File: src/rtl/dbsg_pkg.sv
// Shared types, codes and reset values for the drive burst stall guard.
// No dependencies; used by every module in rtl/.
package dbsg_pkg;

  localparam int CURRENT_BITS_DEFAULT = 12;
  localparam int CMD_BITS             = 2;
  localparam int CFG_ADDR_BITS        = 3;
  localparam int CFG_DATA_BITS        = 16;
  localparam int M_TDATA_BITS         = 40;

  typedef enum logic [CMD_BITS-1:0] {
    CMD_TICK  = 2'd0,
    CMD_FWD   = 2'd1,
    CMD_BACK  = 2'd2,
    CMD_STOP  = 2'd3
  } cmd_t;

  typedef enum logic [1:0] {
    MOTION_STOP = 2'd0,
    MOTION_FWD  = 2'd1,
    MOTION_BACK = 2'd2
  } motion_t;

  typedef logic [CFG_ADDR_BITS-1:0] cfg_addr_t;

  localparam cfg_addr_t REG_MAX_PWM        = 3'd0;
  localparam cfg_addr_t REG_MAX_BURST_MS   = 3'd1;
  localparam cfg_addr_t REG_FRONT_THRESH   = 3'd2;
  localparam cfg_addr_t REG_REAR_THRESH    = 3'd3;
  localparam cfg_addr_t REG_DETECT_TIME    = 3'd4;
  localparam cfg_addr_t REG_COOLDOWN_TIME  = 3'd5;
  localparam cfg_addr_t REG_RETRY_LIMIT    = 3'd6;

  localparam logic [7:0]  RST_MAX_PWM       = 8'd255;
  localparam logic [15:0] RST_MAX_BURST_MS  = 16'd0;
  localparam logic [15:0] RST_DETECT_TIME   = 16'd200;
  localparam logic [15:0] RST_COOLDOWN_TIME = 16'd1000;
  localparam logic [7:0]  RST_RETRY_LIMIT   = 8'd3;

  // burst length cap used when max_burst_ms is zero
  localparam logic [15:0] DEFAULT_GUARD_MS  = 16'd60000;

  localparam logic [7:0]  TRIPS_MAX         = 8'hFF;
  localparam logic [15:0] ELAPSED_MAX       = 16'hFFFF;

  typedef struct packed {
    logic [7:0]  max_pwm;
    logic [15:0] max_burst_ms;
    logic [15:0] detect_time;
    logic [15:0] cooldown_time;
    logic [7:0]  retry_limit;
  } cfg_t;

  typedef struct packed {
    logic        detecting;
    logic [15:0] detect_elapsed;
    logic        trip;
    logic [7:0]  trips;
    logic [15:0] cooldown_left;
  } axle_t;

  localparam axle_t AXLE_CLEAR = '{
    detecting:      1'b0,
    detect_elapsed: 16'd0,
    trip:           1'b0,
    trips:          8'd0,
    cooldown_left:  16'd0
  };

endpackage

File: src/rtl/dbsg_cfg.sv
// Configuration register file for the drive burst stall guard.
// Depends on dbsg_pkg.
module dbsg_cfg #(
  parameter int CURRENT_BITS = dbsg_pkg::CURRENT_BITS_DEFAULT
) (
  input  logic                                 clk,
  input  logic                                 rst,
  input  logic                                 cfg_valid,
  output logic                                 cfg_ready,
  input  dbsg_pkg::cfg_addr_t                  cfg_addr,
  input  logic [dbsg_pkg::CFG_DATA_BITS-1:0]   cfg_data,
  output dbsg_pkg::cfg_t                       cfg,
  output logic [CURRENT_BITS-1:0]              front_thresh,
  output logic [CURRENT_BITS-1:0]              rear_thresh
);
  import dbsg_pkg::*;

  logic cfg_we;

  // registers take a write in any cycle
  assign cfg_ready = 1'b1;
  assign cfg_we    = cfg_valid & cfg_ready;

  always_ff @(posedge clk) begin
    if (rst) begin
      cfg.max_pwm       <= RST_MAX_PWM;
      cfg.max_burst_ms  <= RST_MAX_BURST_MS;
      cfg.detect_time   <= RST_DETECT_TIME;
      cfg.cooldown_time <= RST_COOLDOWN_TIME;
      cfg.retry_limit   <= RST_RETRY_LIMIT;
      front_thresh      <= {CURRENT_BITS{1'b1}};
      rear_thresh       <= {CURRENT_BITS{1'b1}};
    end else if (cfg_we) begin
      unique case (cfg_addr)
        REG_MAX_PWM:       cfg.max_pwm       <= cfg_data[7:0];
        REG_MAX_BURST_MS:  cfg.max_burst_ms  <= cfg_data;
        REG_FRONT_THRESH:  front_thresh      <= cfg_data[CURRENT_BITS-1:0];
        REG_REAR_THRESH:   rear_thresh       <= cfg_data[CURRENT_BITS-1:0];
        REG_DETECT_TIME:   cfg.detect_time   <= cfg_data;
        REG_COOLDOWN_TIME: cfg.cooldown_time <= cfg_data;
        REG_RETRY_LIMIT:   cfg.retry_limit   <= cfg_data[7:0];
        default: ;  // unused index, write dropped
      endcase
    end
  end

endmodule

File: src/rtl/dbsg_axle.sv
// One-tick update of an axle's stall guard: detect, trip, cooldown, retry.
// Depends on dbsg_pkg. Purely combinational, instanced once per axle.
module dbsg_axle #(
  parameter int CURRENT_BITS = dbsg_pkg::CURRENT_BITS_DEFAULT
) (
  input  dbsg_pkg::axle_t           st,
  input  dbsg_pkg::cfg_t            cfg,
  input  logic                      active,
  input  logic [CURRENT_BITS-1:0]   sample_a,
  input  logic [CURRENT_BITS-1:0]   sample_b,
  input  logic [CURRENT_BITS-1:0]   thresh,
  output dbsg_pkg::axle_t           st_next
);
  import dbsg_pkg::*;

  logic [CURRENT_BITS-1:0] sample;
  logic [15:0]             cd;
  logic [15:0]             elapsed;

  assign sample = (sample_a > sample_b) ? sample_a : sample_b;
  assign cd     = (st.cooldown_left != 16'd0) ? st.cooldown_left - 16'd1 : 16'd0;

  always_comb begin
    st_next               = st;
    st_next.cooldown_left = cd;
    elapsed               = 16'd0;
    if (!active) begin
      st_next.detecting      = 1'b0;
      st_next.detect_elapsed = 16'd0;
    end else if (st.trip) begin
      // retry once rested, if the trip budget allows
      if (cd == 16'd0 && st.trips <= cfg.retry_limit) begin
        st_next.trip           = 1'b0;
        st_next.detecting      = 1'b0;
        st_next.detect_elapsed = 16'd0;
      end
    end else if (sample >= thresh) begin
      if (st.detecting) begin
        elapsed = (st.detect_elapsed != ELAPSED_MAX) ? st.detect_elapsed + 16'd1
                                                     : st.detect_elapsed;
      end
      st_next.detecting      = 1'b1;
      st_next.detect_elapsed = elapsed;
      if (elapsed >= cfg.detect_time) begin
        st_next.trip           = 1'b1;
        st_next.trips          = (st.trips != TRIPS_MAX) ? st.trips + 8'd1 : st.trips;
        st_next.cooldown_left  = cfg.cooldown_time;
        st_next.detecting      = 1'b0;
        st_next.detect_elapsed = 16'd0;
      end
    end else begin
      st_next.detecting      = 1'b0;
      st_next.detect_elapsed = 16'd0;
    end
  end

endmodule

File: src/rtl/drive_burst_stall_guard.sv
// Top level of the drive burst stall guard: stream ports, input register,
// burst state update and result register. Depends on dbsg_pkg, dbsg_cfg, dbsg_axle.
//
// Timed forward/backward drive bursts for a front and a rear axle, each with its own
// stall guard. Every item on the input stream is a command (kind in s_tuser): a tick
// standing for one millisecond, a forward or backward burst, or stop. Each accepted
// item yields exactly one result item, in order, carrying both axles' drive direction
// and duty, the stall flags, the trip counts and whether a burst runs. One item is
// accepted per clock cycle when the output side keeps up; an item passes through the
// input register and then the result register, and the whole update of one item is
// one pass through the state logic and the two axle guards between those registers.
// Configuration registers are written over the cfg port, which is always ready;
// writes are meant to land while no item is in flight.
module drive_burst_stall_guard #(
  parameter int CURRENT_BITS = dbsg_pkg::CURRENT_BITS_DEFAULT,
  localparam int S_TDATA_BITS = ((24 + 4 * CURRENT_BITS + 7) / 8) * 8
) (
  input  logic                                 clk,
  input  logic                                 rst,
  // slave side
  input  logic                                 s_tvalid,
  output logic                                 s_tready,
  // s_tdata, lowest bit up: pwm_request[7:0], burst_ms[15:0], current_front_left,
  // current_front_right, current_rear_left, current_rear_right (CURRENT_BITS each),
  // zero fill to a whole byte
  input  logic [S_TDATA_BITS-1:0]              s_tdata,
  // s_tuser: cmd[1:0]
  input  logic [dbsg_pkg::CMD_BITS-1:0]        s_tuser,
  // master side
  output logic                                 m_tvalid,
  input  logic                                 m_tready,
  // m_tdata, lowest bit up: front_motion[1:0], front_duty[7:0], rear_motion[1:0],
  // rear_duty[7:0], front_stalled, rear_stalled, front_trip_count[7:0],
  // rear_trip_count[7:0], burst_active, one zero fill bit
  output logic [dbsg_pkg::M_TDATA_BITS-1:0]    m_tdata,
  // configuration write channel
  input  logic                                 cfg_valid,
  output logic                                 cfg_ready,
  input  dbsg_pkg::cfg_addr_t                  cfg_addr,
  input  logic [dbsg_pkg::CFG_DATA_BITS-1:0]   cfg_data
);
  import dbsg_pkg::*;

  // field offsets inside s_tdata
  localparam int PWM_LSB   = 0;
  localparam int BURST_LSB = 8;
  localparam int CFL_LSB   = 24;
  localparam int CFR_LSB   = CFL_LSB + CURRENT_BITS;
  localparam int CRL_LSB   = CFR_LSB + CURRENT_BITS;
  localparam int CRR_LSB   = CRL_LSB + CURRENT_BITS;

  // ---- configuration ----
  cfg_t                    cfg;
  logic [CURRENT_BITS-1:0] front_thresh;
  logic [CURRENT_BITS-1:0] rear_thresh;

  dbsg_cfg #(.CURRENT_BITS(CURRENT_BITS)) u_cfg (
    .clk          (clk),
    .rst          (rst),
    .cfg_valid    (cfg_valid),
    .cfg_ready    (cfg_ready),
    .cfg_addr     (cfg_addr),
    .cfg_data     (cfg_data),
    .cfg          (cfg),
    .front_thresh (front_thresh),
    .rear_thresh  (rear_thresh)
  );

  // ---- input register ----
  logic                    in_valid;
  cmd_t                    in_cmd;
  logic [7:0]              in_pwm;
  logic [15:0]             in_burst;
  logic [CURRENT_BITS-1:0] in_cfl;
  logic [CURRENT_BITS-1:0] in_cfr;
  logic [CURRENT_BITS-1:0] in_crl;
  logic [CURRENT_BITS-1:0] in_crr;

  // the held item moves on when the result register is empty or being drained
  logic advance;
  assign advance  = in_valid & (~m_tvalid | m_tready);
  assign s_tready = ~in_valid | advance;

  always_ff @(posedge clk) begin
    if (rst) begin
      in_valid <= 1'b0;
    end else if (s_tready) begin
      in_valid <= s_tvalid;
    end
  end

  always_ff @(posedge clk) begin
    if (s_tvalid && s_tready) begin
      in_cmd   <= cmd_t'(s_tuser);
      in_pwm   <= s_tdata[PWM_LSB +: 8];
      in_burst <= s_tdata[BURST_LSB +: 16];
      in_cfl   <= s_tdata[CFL_LSB +: CURRENT_BITS];
      in_cfr   <= s_tdata[CFR_LSB +: CURRENT_BITS];
      in_crl   <= s_tdata[CRL_LSB +: CURRENT_BITS];
      in_crr   <= s_tdata[CRR_LSB +: CURRENT_BITS];
    end
  end

  // ---- burst state ----
  motion_t     drive_mode,   drive_mode_next;
  logic [7:0]  drive_level,  drive_level_next;
  logic [15:0] burst_left,   burst_left_next;
  axle_t       front,        front_next;
  axle_t       rear,         rear_next;
  // motor drive latch: what the axles are actually driven with
  motion_t     front_motion, front_motion_next;
  logic [7:0]  front_duty,   front_duty_next;
  motion_t     rear_motion,  rear_motion_next;
  logic [7:0]  rear_duty,    rear_duty_next;

  axle_t       front_tick;
  axle_t       rear_tick;
  logic        active;
  logic [15:0] burst_dec;
  logic [15:0] guard_ms;
  logic [7:0]  level_capped;
  logic [15:0] burst_capped;

  // a zero drive level leaves the guards disarmed
  assign active = (drive_level != 8'd0);

  dbsg_axle #(.CURRENT_BITS(CURRENT_BITS)) u_front (
    .st       (front),
    .cfg      (cfg),
    .active   (active),
    .sample_a (in_cfl),
    .sample_b (in_cfr),
    .thresh   (front_thresh),
    .st_next  (front_tick)
  );

  dbsg_axle #(.CURRENT_BITS(CURRENT_BITS)) u_rear (
    .st       (rear),
    .cfg      (cfg),
    .active   (active),
    .sample_a (in_crl),
    .sample_b (in_crr),
    .thresh   (rear_thresh),
    .st_next  (rear_tick)
  );

  assign burst_dec    = (burst_left != 16'd0) ? burst_left - 16'd1 : 16'd0;
  assign guard_ms     = (cfg.max_burst_ms != 16'd0) ? cfg.max_burst_ms : DEFAULT_GUARD_MS;
  assign level_capped = (in_pwm > cfg.max_pwm) ? cfg.max_pwm : in_pwm;
  assign burst_capped = (in_burst > guard_ms) ? guard_ms : in_burst;

  always_comb begin
    drive_mode_next   = drive_mode;
    drive_level_next  = drive_level;
    burst_left_next   = burst_left;
    front_next        = front;
    rear_next         = rear;
    front_motion_next = front_motion;
    front_duty_next   = front_duty;
    rear_motion_next  = rear_motion;
    rear_duty_next    = rear_duty;
    unique case (in_cmd)
      CMD_TICK: begin
        // ticks while idle change nothing
        if (drive_mode != MOTION_STOP) begin
          if (burst_dec == 16'd0) begin
            // burst timed out: same as stop
            drive_mode_next   = MOTION_STOP;
            burst_left_next   = 16'd0;
            front_next        = AXLE_CLEAR;
            rear_next         = AXLE_CLEAR;
            front_motion_next = MOTION_STOP;
            front_duty_next   = 8'd0;
            rear_motion_next  = MOTION_STOP;
            rear_duty_next    = 8'd0;
          end else begin
            burst_left_next = burst_dec;
            front_next      = front_tick;
            rear_next       = rear_tick;
            if (front_tick.trip) begin
              front_motion_next = MOTION_STOP;
              front_duty_next   = 8'd0;
            end else begin
              front_motion_next = drive_mode;
              front_duty_next   = drive_level;
            end
            if (rear_tick.trip) begin
              rear_motion_next = MOTION_STOP;
              rear_duty_next   = 8'd0;
            end else begin
              rear_motion_next = drive_mode;
              rear_duty_next   = drive_level;
            end
          end
        end
      end
      CMD_FWD, CMD_BACK: begin
        // a new burst arms the state; the motors follow on the next tick
        drive_mode_next  = (in_cmd == CMD_FWD) ? MOTION_FWD : MOTION_BACK;
        drive_level_next = level_capped;
        burst_left_next  = burst_capped;
        front_next       = AXLE_CLEAR;
        rear_next        = AXLE_CLEAR;
      end
      CMD_STOP: begin
        // drive level is kept across a stop
        drive_mode_next   = MOTION_STOP;
        burst_left_next   = 16'd0;
        front_next        = AXLE_CLEAR;
        rear_next         = AXLE_CLEAR;
        front_motion_next = MOTION_STOP;
        front_duty_next   = 8'd0;
        rear_motion_next  = MOTION_STOP;
        rear_duty_next    = 8'd0;
      end
      default: ;
    endcase
  end

  always_ff @(posedge clk) begin
    if (rst) begin
      drive_mode   <= MOTION_STOP;
      drive_level  <= 8'd0;
      burst_left   <= 16'd0;
      front        <= AXLE_CLEAR;
      rear         <= AXLE_CLEAR;
      front_motion <= MOTION_STOP;
      front_duty   <= 8'd0;
      rear_motion  <= MOTION_STOP;
      rear_duty    <= 8'd0;
    end else if (advance) begin
      drive_mode   <= drive_mode_next;
      drive_level  <= drive_level_next;
      burst_left   <= burst_left_next;
      front        <= front_next;
      rear         <= rear_next;
      front_motion <= front_motion_next;
      front_duty   <= front_duty_next;
      rear_motion  <= rear_motion_next;
      rear_duty    <= rear_duty_next;
    end
  end

  // ---- result register ----
  logic [M_TDATA_BITS-1:0] result;

  assign result = {
    1'b0,
    (drive_mode_next != MOTION_STOP),
    rear_next.trips,
    front_next.trips,
    rear_next.trip,
    front_next.trip,
    rear_duty_next,
    rear_motion_next,
    front_duty_next,
    front_motion_next
  };

  always_ff @(posedge clk) begin
    if (rst) begin
      m_tvalid <= 1'b0;
    end else if (advance) begin
      m_tvalid <= 1'b1;
    end else if (m_tready) begin
      m_tvalid <= 1'b0;
    end
  end

  always_ff @(posedge clk) begin
    if (advance) begin
      m_tdata <= result;
    end
  end

endmodule
File: config.mk
export PLATFORM = sky130hd
export DESIGN_NAME = drive_burst_stall_guard
export DESIGN_NICKNAME = d
export VERILOG_FILES = /design/src/rtl/dbsg_pkg.sv /design/src/rtl/dbsg_cfg.sv /design/src/rtl/dbsg_axle.sv /design/src/rtl/drive_burst_stall_guard.sv
export SDC_FILE = /design/constraint.sdc
export NUM_CORES = 1
export LEC_CHECK = 0
export ABC_CLOCK_PERIOD_IN_PS = 5500
export BUFFER_PORTS_ARGS = -buffer_cell sky130_fd_sc_hd__buf_2
export CORE_MARGIN = 2
export CORE_UTILIZATION = 61
export CTS_CLUSTER_SIZE = 30
export DETAILED_ROUTE_END_ITERATION = 16
export PLACE_DENSITY = 0.89
export SYNTH_ARGS = -nofsm -noshare
export SYNTH_HDL_FRONTEND = slang
export SYNTH_SLANG_ARGS = --single-unit
export TNS_END_PERCENT = 10
File: constraint.sdc
create_clock -name clk -period 5.5 [get_ports clk]
set_input_delay 0 -clock clk [delete_from_list [all_inputs] [get_ports clk]]
set_output_delay 0 -clock clk [all_outputs]
set_load 0.02 [all_outputs]
==> impl_results.md <==
* Outcome: finished, final reports clean
* Worst vdd ir at 280 uV
* Max-Cap Viols at 0
* Io pins at 141
* Final period util at 0.969
* DR iter-0 viols at 1840
* Worst-skew pair later-pin latency at 0.54 ns
* Die ar. at 30800 um2
* Max Slew Vio Count at 0
* Total clock sinks at 333
* First-pass GRT wire length at 79800 um
* Ys async rst share at 0
* CP arrival at 5.80 ns
* Grt total ovfl at 0
* Via-to-Cell Ratio at 6.27
* CP max-delay cell: a31oi_2
* Starting Density at 0.621
* CP Max Fanout at 34
* # fillers at 1888
* Clk_skew at 0.0238 ns
* Num CTS Buffers at 37
* Crit-path cells: inv_1 > ha_1 > nor2b_1 > o21ai_0 > nand2b_1 > a21oi_1 > or3_1 > a31oi_2 > mux2_2 > ha_1 > nand4_1 > nor3_1 > o31ai_1 > a31oi_1 > o21ai_2 > buf_4 > or2_2 > or4_1 > a21oi_1
* Ratio of cells with drive above 1 in the final layout at 0.132
* Vias at 16000
* Post-synthesis sequential area ratio at 0.435
* Area of the multi-input gates at 9310 um2
* Setup crit end kind: register
* Rows at 62
* Final setup viols at 0
* Pwr dens at 287 nW/um2
* Residual DRC count at 0
* Core ar. at 28900 um2
* Initial antenna violation count at 2
* Pre-antenna DRT Iters at 6
* F_max at 188 MHz
* Crit path kind: register to register
* Total GRT Usage at 0.322
* Yosys warning total at 0
* Min Tclk post-route at 5.33 ns
* Final Cell Area at 21200 um2
* CTS clk-pin slew, worst paths at 0.07 ns
* Max_slew headroom at 0.130
* H-tree levels at 2
* HPWL after DPL at 32000 um
* Worst Tran Pin Value at 1.30 ns
* CP required at 5.97 ns
* CTS Buffer Depth at 3
* Routed WL at 50800 um
* Seq cells post-synth at 333
* Die width at 175 um
* EDFF count, synth at 113
* LEAKAGE at 0.00902 uW
* Synthesis-to-layout area growth at 18.1%
* CTS tree: built
* Post-synthesis cell area at 17900 um2
* Post-layout net count at 2367
* Commonest non-fill, non-tap cell in the layout: nand2_1
* Synth Flop Type: dfxtp_1
* Hold Path Class: input pin to register
* FF+latch area at 7800 um2
* Largest net degree at the start of global routing at 106
* Commonest cells after routing, fill and taps aside: 234 x nand2_1, 220 x dfxtp_1, 165 x nor2_1
* Startpoint Class: register
* CTS root buf: clkbuf_16
* Count of cell types in the netlist at 76
* Max stage delay on crit path at 0.68 ns
* Placed inst area at 18800 um2
* IO buf count at 138
* Post-Syn Area per Cell at 9.25 um2
* Hold Slack at 0.0283 ns
* Fin Setup TNS at 0 ns
* Final Hold Viols at 0
* Die Y at 175 um
* Gpl congestion at 0.976
* WL per Instance at 19.9 um
* Detail Route Antenna Nets at 0
* Syn_nets at 2165
* Number of setup buffers added after CTS at 0
* Vias in the first global route at 15500
* Post-Syn Instances at 1937
[per-layer routing]
metal / up-vias / global-route usage / share of wire
met5: - / 0 / 0
met4: 0 / 0.166 / 0.055
met3: 213 / 0.0524 / 0.088
met2: 909 / 0.545 / 0.47
met1: 7462 / 0.397 / 0.39
li1: 7439 / - / -
[flip-flops by register name, summed over array words and instances, names as in the netlist, 16 cells and up]
| name | flops |
|---|---|
| in_burst | 16 |
| front | 42 |
| u_cfg.cfg | 64 |
| rear | 42 |
| burst_left | 16 |
| m_tdata | 39 |
[worst paths after layout]
path / from / to / slack [ns] / cells past startpoint
max: in_crr[1] / rear[20] / 0.17 / 19
min: cfg_addr[2] / u_cfg.front_thresh[0] / 0.03 / 4
max reg2reg: in_crr[1] / rear[20] / 0.17 / 19
min reg2reg: u_cfg.cfg[5] / u_cfg.cfg[5] / 0.46 / 2
[cells in the mapped netlist (44+ instances only)]
cell,instances,area [um2]
a22o_1,57,499
edfxtp_1,113,3390
o21ai_0,93,465
inv_1,108,405
mux2i_1,45,450
ha_1,130,1630
clkbuf_1,73,274
nor2_1,166,623
nor3_1,44,220
a21oi_1,112,561
nand2_1,234,878
dfxtp_1,220,4400
[worst max-delay path, delay by kind of cell, from the launching register on]
kind | cells | cell delay (ns)
and+or+nand+nor | 7 | 1.83
AOI/OAI and AO/OA | 7 | 1.60
adders and majority gates | 2 | 0.60
muxes | 1 | 0.43
DFF | 1 | 0.39
buffers and inverters | 2 | 0.39
[area by class of cell]
class,count,area share
Multi-Input combinational cell,1397,0.440
Sequential cell,333,0.368
Timing Repair Buffer,261,0.0883
Clock buffer,49,0.0511
Tap cell,384,0.0227
Inverter,109,0.0193
Clock inverter,19,0.0101
Antenna cell,2,0.000236
[metrics by stage]
stage / util / instances / total power (uW) / setup WS, ns
global placement: 0.653 / 2383 / 3350 / 0.375
detailed placement: 0.653 / 2383 / 3380 / 0.256
CTS: 0.733 / 2552 / 6010 / 0.204
finish: 0.733 / 2554 / 6070 / 0.170
floorplan: - / 1937 / 3180 / 0.915
global route: 0.733 / 2554 / 6240 / -0.0929
[timing repair]
action | CTS | global route
hold buffers | 101 | 0
gates resized for setup | 0 | 2
hold endpoints to repair | 184 | 0
setup endpoints to repair | 0 | 33
[kinds of logic after synthesis]
family                   Yosys count  share of synthesized area
buffers and inverters            207                     0.0470
flip-flops                       333                      0.435
other                              2                   0.000419
AO/OA/AOI/OAI                    449                      0.171
multiplexers                      73                     0.0427
XOR/XNOR                          53                     0.0259
AND/OR/NAND/NOR                  690                      0.187
adder cells (fa/ha/maj)          130                     0.0907
[power by group]
| part | leakage, uW | total [uW] | internal (uW) | switching, uW |
|---|---|---|---|---|
| Clock | 0.000644 | 2630 | 1590 | 1050 |
| Combinational | 0.00550 | 757 | 303 | 454 |
| Sequential | 0.00287 | 2680 | 2620 | 59.4 |
| Total | 0.00902 | 6070 | 4510 | 1560 |
Note: power is estimated with default switching activity, not from simulation.
